===== src/rtl/core/sti_pkg.sv =====
// package for the sorted table insert position block
// shared sizes, operation codes, transfer structs and controller interface types
// no dependencies
package sti_pkg;

   // table geometry
   localparam int TABLE_DEPTH = 1024;
   localparam int ADDR_W      = (TABLE_DEPTH > 1) ? $clog2(TABLE_DEPTH) : 1;
   localparam int COUNT_W     = $clog2(TABLE_DEPTH + 1);
   localparam int POS_W       = 11;
   localparam int VALUE_W     = 32;
   localparam int OP_W        = 2;

   // operation codes
   localparam logic [OP_W-1:0] OP_CLEAR  = 2'd0;
   localparam logic [OP_W-1:0] OP_APPEND = 2'd1;
   localparam logic [OP_W-1:0] OP_SEARCH = 2'd2;

   typedef struct packed {
      logic [OP_W-1:0]           operation;
      logic signed [VALUE_W-1:0] value;
   } req_type;

   typedef struct packed {
      logic [POS_W-1:0] position;
      logic             found;
      logic             overflow;
   } rsp_type;

   // controller to datapath
   typedef struct packed {
      logic clear;
      logic append;
      logic start_search;
      logic step;
      logic finish;
      logic load_out;
   } cmd_type;

   // datapath to controller
   typedef struct packed {
      logic done;
      logic out_free;
   } status_type;

   // count or index reported modulo 2^POS_W
   function automatic logic [POS_W-1:0] to_pos(input logic [COUNT_W-1:0] v);
      logic [POS_W+COUNT_W-1:0] w;
      w = {{POS_W{1'b0}}, v};
      return w[POS_W-1:0];
   endfunction

endpackage


===== src/rtl/core/sti_ctrl.sv =====
// controller state machine for the sorted table insert position block
// sequences append, clear and the binary search; depends on sti_pkg
module sti_ctrl (
   input  logic                 clock,
   input  logic                 reset,
   input  logic                 req_valid,
   input  logic [sti_pkg::OP_W-1:0] req_op,
   input  sti_pkg::status_type  status,
   output sti_pkg::cmd_type     cmd,
   output logic                 req_stall
);
   import sti_pkg::*;

   localparam logic [1:0] ST_IDLE   = 2'd0;
   localparam logic [1:0] ST_SEARCH = 2'd1;
   localparam logic [1:0] ST_HOLD   = 2'd2;

   logic [1:0] state_ff;
   logic [1:0] state_in;

   // input side only open while idle
   assign req_stall = (state_ff != ST_IDLE);

   // next state and commands
   always_comb begin
      state_in = state_ff;
      cmd      = '0;
      unique case (state_ff)
         ST_IDLE: begin
            if (req_valid) begin
               unique case (req_op)
                  OP_CLEAR: begin
                     cmd.clear = 1'b1;
                  end
                  OP_APPEND: begin
                     cmd.append = 1'b1;
                     state_in   = ST_HOLD;
                  end
                  OP_SEARCH: begin
                     cmd.start_search = 1'b1;
                     state_in         = ST_SEARCH;
                  end
                  default: begin
                     // unused code, dropped
                  end
               endcase
            end
         end
         ST_SEARCH: begin
            if (status.done) begin
               cmd.finish = 1'b1;
               state_in   = ST_HOLD;
            end else begin
               cmd.step = 1'b1;
            end
         end
         ST_HOLD: begin
            if (status.out_free) begin
               cmd.load_out = 1'b1;
               state_in     = ST_IDLE;
            end
         end
         default: begin
            state_in = ST_IDLE;
         end
      endcase
   end

   always_ff @(posedge clock) begin
      if (reset) begin
         state_ff <= ST_IDLE;
      end else begin
         state_ff <= state_in;
      end
   end

endmodule


===== config.mk =====
export PLATFORM = sky130hd
export DESIGN_NAME = sti_ctrl
export DESIGN_NICKNAME = d
export VERILOG_FILES = /design/src/rtl/core/sti_pkg.sv /design/src/rtl/core/sti_ctrl.sv
export SDC_FILE = /design/constraint.sdc
export NUM_CORES = 1
export LEC_CHECK = 0
export BUFFER_PORTS_ARGS = -buffer_cell sky130_fd_sc_hd__buf_2
export CAP_MARGIN = 20
export CORE_AREA = 5 5 42 44
export CTS_BUF_LIST = sky130_fd_sc_hd__clkbuf_4 sky130_fd_sc_hd__clkbuf_8 sky130_fd_sc_hd__clkbuf_16
export CTS_CLUSTER_SIZE = 40
export DETAILED_ROUTE_END_ITERATION = 12
export DIE_AREA = 0 0 47 49
export GPL_TIMING_DRIVEN = 0
export HOLD_SLACK_MARGIN = 0.06
export MAX_ROUTING_LAYER = met4
export SLEW_MARGIN = 20
export SYNTH_ARGS = -nofsm -noshare
export SYNTH_HDL_FRONTEND = slang
export SYNTH_SLANG_ARGS = --single-unit

===== constraint.sdc =====
create_clock -name clock -period 0.95 [get_ports clock]
set_input_delay 0.19 -clock clock [delete_from_list [all_inputs] [get_ports clock]]
set_output_delay 0.19 -clock clock [all_outputs]
set_load 0.01 [all_outputs]

; After elaboration in Yosys (flattened, before gate mapping)
; Index checks and enable logic that the tools add are counted.
[totals]
mem_bits_ro = 0
latchBits = 0
ramBits = 0
mem_count = 0
reg_bits = 2
[op_classes]
mul = 0
n_div = 0
add_sub_neg = 0
mux = 15
n_eq_ne = 8
magnitude_cmp = 0
reduce_logical = 4
n_shift = 0
bitwise = 0
[op_table]
columns = operator, n
row1 = 2-to-1 mux 2 bit, 4
row2 = 2-to-1 mux 1 bit, 7
row3 = 2-to-1 mux 3 bit, 2
row4 = inequality test 2 bit (second input constant), 3
row5 = case mux 2 bit (3 select lines), 1
row6 = == test 2 x 1 -> 1 bit (second input constant), 2
row7 = == test 2 bit (second input constant), 2
row8 = logical NOT 2 bit, 2
row9 = case mux 2 bit (2 select lines), 1
row10 = AND reduction 4 bit, 1
row11 = inequality test 3 x 1 -> 1 bit (second input constant), 1
row12 = nonzero test 2 bit, 1

; Depth between registers and ports, before layout
; Gate-level depths: netlist of run 1.
[depth]
depth_word = 4
mapped_depth = 3
mapped_depth_nobuf = 3

; Worst setup path after synthesis of run 1
; Ideal clock, no wire load.
[synth_timing]
path_type = register -> output
startpoint = reg state_ff[0]
endpoint = out cmd[5] (netlist bit)
arrival_ps = 889
n_path_buf = 0
stages_incl_launch_ff = 3
path_slack_ps = -129
cell_sequence = dfxtp_1 -> nor4b_2 -> nor2b_1
[synth_rtl]
columns = item, line
row1 = from (decl), sti_ctrl.sv:18  ; logic [1:0] state_ff;
row2 = from (signal assigned), sti_ctrl.sv:73  ; state_ff <= state_in;
row3 = to (decl), sti_ctrl.sv:9  ; output sti_pkg::cmd_type cmd,

==> results of run 1 <==
==> placed cells by master, fill, tap and decap left out, drive strengths merged <==
cell	count
a211oi	1
and2	1
and3b	2
buf	18
clkbuf	3
dfxtp	2
mux2	1
nand3b	1
nor2	2
nor2b	1
nor3	1
nor3b	2
nor4b	1
or2	1
==> cell type report <==
cell class,count,share of cell area
timing repair buffer,18,0.351
tap,16,0.0561
clock buffer,3,0.0632
multi-input combinational,14,0.396
sequential,2,0.133
==> worst min path at each step <==
stage / start / cells after the start / to
2_1_floorplan: reset / 1 / state_ff[1]
3_3_place_gp: reset / 2 / state_ff[1]
3_5_place_dp: reset / 2 / state_ff[1]
4_1_cts: reset / 2 / state_ff[0]
5_1_grt: reset / 2 / state_ff[1]
6_report: reset / 2 / state_ff[0]
==> stage by stage <==
stage          cells  hold slack (ns)  area (sq um)
3_3_place_gp      45            0.372           263
4_1_cts           52            0.130           345
2_1_floorplan     16            0.255           178
6_report          53            0.142           357
5_1_grt           53            0.144           357
3_5_place_dp      45            0.373           263
==> report_power, final <==
part	internal (mW)	switching (mW)	total [mW]
combinational	0.0630	0.0409	0.104
sequential	0.0859	0.00591	0.0918
clock	0.139	0.0427	0.182
==> critical path: stages (launching register included) <==
cell and delay, ns:
dfxtp_4 0.34, buf_4 0.13, buf_6 0.10, and3b_1 0.22
buf_2 0.14
==> kinds of logic (layout without fill, tap and decap cells) <==
group / count (synthesis) / after routing / synth area share
AND/OR/NAND/NOR: 12 / 12 / 0.608
flip-flops: 2 / 2 / 0.267
AO/OA/AOI/OAI: 1 / 1 / 0.0500
multiplexers: 1 / 1 / 0.0750
buffers and inverters: 0 / 21 / 0
==> per-layer routing <==
metal,GRT usage,up-vias
met2,0.0792,7
met5,-,-
met3,0.0554,2
met1,0.0371,91
li1,-,102
met4,0.0276,0
==> timing repair <==
action,4_1_cts,5_1_grt
hold buffers,0,0
pin swaps,3,4
setup buffers,4,1
resized for setup,7,1
endpoints found under the setup margin,9,8
==> metrics.md, run 1 <==
| Metric | Value |
|---|---|
| Status | finished, violations left |
| Failing checks | negative setup slack |
| Root buf cell | clkbuf_4 |
| Crit path arrival time | 1.15 ns |
| Initial antenna violation count | 0 |
| Final Util | 0.254 |
| Antenna diodes | 0 |
| Nets | 46 |
| R2R depth | 6 |
| Worst hold path class | input pin to register |
| Core ar. | 0.00140 sq mm |
| Synth top area share | 0.267 |
| Post-synth top flop | dfxtp_1 |
| Met3 WL post-DR | 83 um |
| Drt first pass iters | 1 |
| Number of H-tree levels | 1 |
| Crit share post-route | 1.41 |
| CTS sink count | 2 |
| Ys Warns | 0 |
| Clock latency on the worst-skew pair | 0.22 ns |
| Final Hold Fails | 0 |
| R2r setup slk | -0.29 ns |
| Net Count, Synth | 23 |
| CP Capture Point | cmd[1] |
| Worst r2r src | state_ff[1] |
| Worst-path clk slew | 0.03 ns |
| CTS tree | built |
| Crit. Startpoint | state_ff[1] |
| IO Port Bufs | 13 |
| Synth Cell Area | 150 sq um |
| Minimum clock period | 1.34 ns |
| Leak Pwr | 0.175 nW |
| Largest register by flop count | state_ff |
| Number of distinct library cells after synthesis | 12 |
| CP endpoint kind | output pin |
| Fmax | 0.749 GHz |
| Die height | 49 um |
| Filler Cell Count | 159 |
| Most frequent cells after synthesis | and3b_1 (2), dfxtp_1 (2), nor2_1 (2), nor3b_1 (2) |
| Largest register FFs | 2 |
| Initial Util | 0.107 |
| First-pass GRT wire length | 793 um |
| # rows | 14 |
| Via count | 202 |
| Ys async rst share | 0 |
| Antenna Nets Post-Route | 0 |
| CTS Buf Count | 3 |
| Slew at the pin closest to its max-slew limit | 0.254 ns |
| Syn Area/Cell | 9.38 sq um |
| Power Dens Cells | 1060 mW/mm^2 |
| Multi-input logic area | 141 sq um |
| Top sig layer | met4 |
| Setup CP Type | register to output pin |
| Final setup TNS | -2.62 ns |
| DR WL met2 | 282 um |
| Final Skew | 0.000204 ns |
| RSZ-0062 raised after global routing | yes |
| Worst vdd ir | 0.361 mV |
| Number of DRC markers in iteration 0 | 0 |
| M1 WL | 148 um |
| Register area | 47.5 sq um |
| Die area | 0.00230 sq mm |
| Final setup margin | -0.386 ns |
| Global Route Usage Sum | 0.0526 |
| WL final | 520 um |
| Vias/cell | 3.81 |
| Io pins | 14 |
| Biggest regs | state_ff x2 |
| Worst endpoint required time | 0.76 ns |
| Max-slew violations | 0 |
| Pin count of the biggest net entering global routing | 8 |
| Worst Setup Start Kind | register |
| Leading area contributor after synthesis | dfxtp_1 |
| Largest cells by area after synthesis | dfxtp_1 (27%), and3b_1 (12%), nor3b_1 (10%), nor4b_2 (10%), mux2_2 (7.5%) |
| Seq/Total Area, Yosys | 0.267 |
| Overflow after GRT | 0 |
| EDFF count, synth | 0 |
| Slew headroom | 0.829 |
| Number of global-route vias before repair | 195 |
| Drt wl/cell | 9.81 um |
| Longest Clk Path Bufs | 2 |
| Residual DRC | 0 |
| # setup viols final | 8 |
| MaxCap Viol Count | 0 |
| Worst slack, placed | -0.188 ns |
| Share of cells above drive strength 1 | 0.811 |
| R2r endpoint | state_ff[1] |
| PnR Total Power | 0.377 mW |
| Synthesis-to-layout area growth | 138% |
| Routability cong. | 0.620 |
| Synth Instances | 16 |
| Width of the die | 47 um |
| Crit Path Max Fanout | 3 |
| Yosys reg bits | 2 |
No activity file was read; power rests on OpenSTA's default activity.
==> run 2, diff against run 1 <==
ABC_AREA = 1   (was not set)
SLEW_MARGIN = 0   (was 20)
==> run 2 against run 1 <==
The run still ends with negative setup slack left. Worst hold slack worse by 0.018 ns. First-iteration DRC count did not move. Clock skew is 0.0019 ns higher. Maximum frequency increased by 13%. Critical endpoint is now cmd[5].
==> metrics.md, run 2 <==
| Metric | Value |
|---|---|
| Antenna diodes | 0 |
| Leading area contributor after synthesis | inv_1 |
| Number of global-route vias before repair | 258 |
| Most frequent cells after synthesis | inv_1 (11), nand2_1 (7), nand3_1 (4), nor2_1 (4) |
| Largest register by flop count | state_ff |
| Worst-path clk slew | 0.03 ns |
| Leak Pwr | 0.211 nW |
| Root buf cell | clkbuf_4 |
| Biggest regs | state_ff x2 |
| Syn Area/Cell | 5.12 sq um |
| Worst vdd ir | 0.197 mV |
| # setup viols final | 7 |
| Cts hold-fix bufs | 0 |
| Crit path arrival time | 0.99 ns |
| Drt wl/cell | 7.85 um |
| # rows | 14 |
| Initial Util | 0.121 |
| Drt first pass iters | 1 |
| Global Route Usage Sum | 0.0555 |
| DP HPWL | 425 um |
| Crit Path Max Fanout | 4 |
| Ys async rst share | 0 |
| CTS Buf Count | 3 |
| RSZ-0062 raised after global routing | yes |
| Number of H-tree levels | 1 |
| Pin count of the biggest net entering global routing | 6 |
| Synth Instances | 33 |
| WL final | 534 um |
| Failing checks | negative setup slack |
| Vias/cell | 3.69 |
| Io pins | 14 |
| Most frequent cell after synthesis | inv_1 |
| Initial antenna violation count | 0 |
| Final setup margin | -0.234 ns |
| IO Port Bufs | 13 |
| Largest register FFs | 2 |
| MaxCap Viol Count | 0 |
| Multi-input logic area | 108 sq um |
| Share of cells above drive strength 1 | 0.481 |
| Antenna Nets Post-Route | 0 |
| CTS tree | built |
| Commonest non-fill, non-tap cells in the layout | buf_2 (12), inv_1 (11), nand2_1 (6) |
| Setup CP Type | register to output pin |
| Slew at the pin closest to its max-slew limit | 0.148 ns |
| Residual DRC | 0 |
| Status | finished, violations left |
| Worst hold path class | input pin to register |
| Max-slew violations | 0 |
| Crit share post-route | 1.25 |
| First-pass GRT wire length | 876 um |
| PnR Total Power | 0.401 mW |
| Synth Cell Area | 169 sq um |
| Minimum clock period | 1.18 ns |
| EDFF count, synth | 0 |
| Largest cells by area after synthesis | inv_1 (24%), dfxtp_1 (24%), nand2_1 (16%), nand3_1 (12%), nor2_1 (8.9%) |
| Final Skew | 0.00211 ns |
| Number of DRC markers in iteration 0 | 0 |
| CP endpoint kind | output pin |
| Worst Setup Start Kind | register |
| Worst endpoint required time | 0.76 ns |
| Via count | 251 |
| Longest Clk Path Bufs | 2 |
| CTS sink count | 2 |
| Synthesis-to-layout area growth | 95.6% |
| Fmax | 0.845 GHz |
| Power Dens Cells | 1210 mW/mm^2 |
| Most common cell after layout, fill and taps aside | buf_2 |
| Clock latency on the worst-skew pair | 0.23 ns |
| Width of the die | 47 um |
| Die area | 0.00230 sq mm |
| Net Count, Synth | 40 |
| Die height | 49 um |
| Final setup TNS | -1.50 ns |
| Synth top area share | 0.244 |
| Slew headroom | 0.901 |
| Final Hold Fails | 0 |
| Nets | 61 |
| Core ar. | 0.00140 sq mm |
| Yosys reg bits | 2 |
| Number of distinct library cells after synthesis | 8 |
| Overflow after GRT | 0 |
| Seq/Total Area, Yosys | 0.237 |
| Routability cong. | 0.758 |
| Ys Warns | 0 |
| Post-synth top flop | dfxtp_1 |
| Register area | 45.0 sq um |
| Filler Cell Count | 172 |
==> run 2: cell type report <==
| class | instances | share of cell area |
|---|---|---|
| Tap cell | 16 | 0.0606 |
| Clock buffer | 3 | 0.0682 |
| Timing Repair Buffer | 16 | 0.284 |
| Sequential cell | 2 | 0.136 |
| Inverter | 11 | 0.125 |
| Multi-Input combinational cell | 20 | 0.326 |
==> run 2: metal layers <==
layer / vias to the layer above / track usage / share of wire
met5: - / - / 0
met4: 0 / 0.0691 / 0.030
met3: 2 / 0 / 0.073
met2: 9 / 0.0837 / 0.52
met1: 104 / 0.0546 / 0.37
li1: 136 / - / -
==> run 2: metrics by stage <==
stage / hold slack, ns / cell area (sq um) / setup WS [ns] / instances / utilization
CTS: 0.116 / 314 / -0.256 / 67 / 0.224
global route: 0.125 / 330 / -0.300 / 68 / 0.236
global placement: 0.369 / 262 / -0.103 / 62 / 0.187
floorplan: 0.259 / 176 / 0.0213 / 33 / -
finish: 0.124 / 330 / -0.234 / 68 / 0.236
detailed placement: 0.367 / 262 / -0.102 / 62 / 0.187
==> run 2: cells by family (layout without fill, tap and decap cells) <==
kind of cell | Yosys count | in the layout | share of synthesized area
buf+inv | 11 | 30 | 0.244
compound gates | 2 | 2 | 0.0593
simple gates | 18 | 18 | 0.459
flops | 2 | 2 | 0.237
==> run 2: power breakdown <==
group | internal [mW] | switching, mW
Sequential | 0.0893 | 0.00780
Clock | 0.140 | 0.0546
Combinational | 0.0527 | 0.0564
==> run 2: worst max-delay path, stage by stage (launching register included) <==
cell and delay [ns]:
dfxtp_2 0.33, nor2_4 0.13, nand2_2 0.07, nor3_2 0.09
buf_2 0.14
==> run 2: timing repair <==
| item | 4_1_cts | 5_1_grt |
|---|---|---|
| pin swaps | 2 | 0 |
| cloned | 0 | 0 |
| setup endpoints to repair | 7 | 9 |
| gates resized for setup | 5 | 2 |
| buffers inserted | 2 | 1 |
==> run 2: worst paths after layout <==
| check | from | end | slack (ns) | depth (start not counted) |
|---|---|---|---|---|
| max reg2reg | state_ff[0] | state_ff[1] | 0.04 | 6 |
| max | state_ff[1] | cmd[5] | -0.23 | 4 |
| min reg2reg | state_ff[1] | state_ff[1] | 0.54 | 2 |
| min | reset | state_ff[0] | 0.12 | 2 |
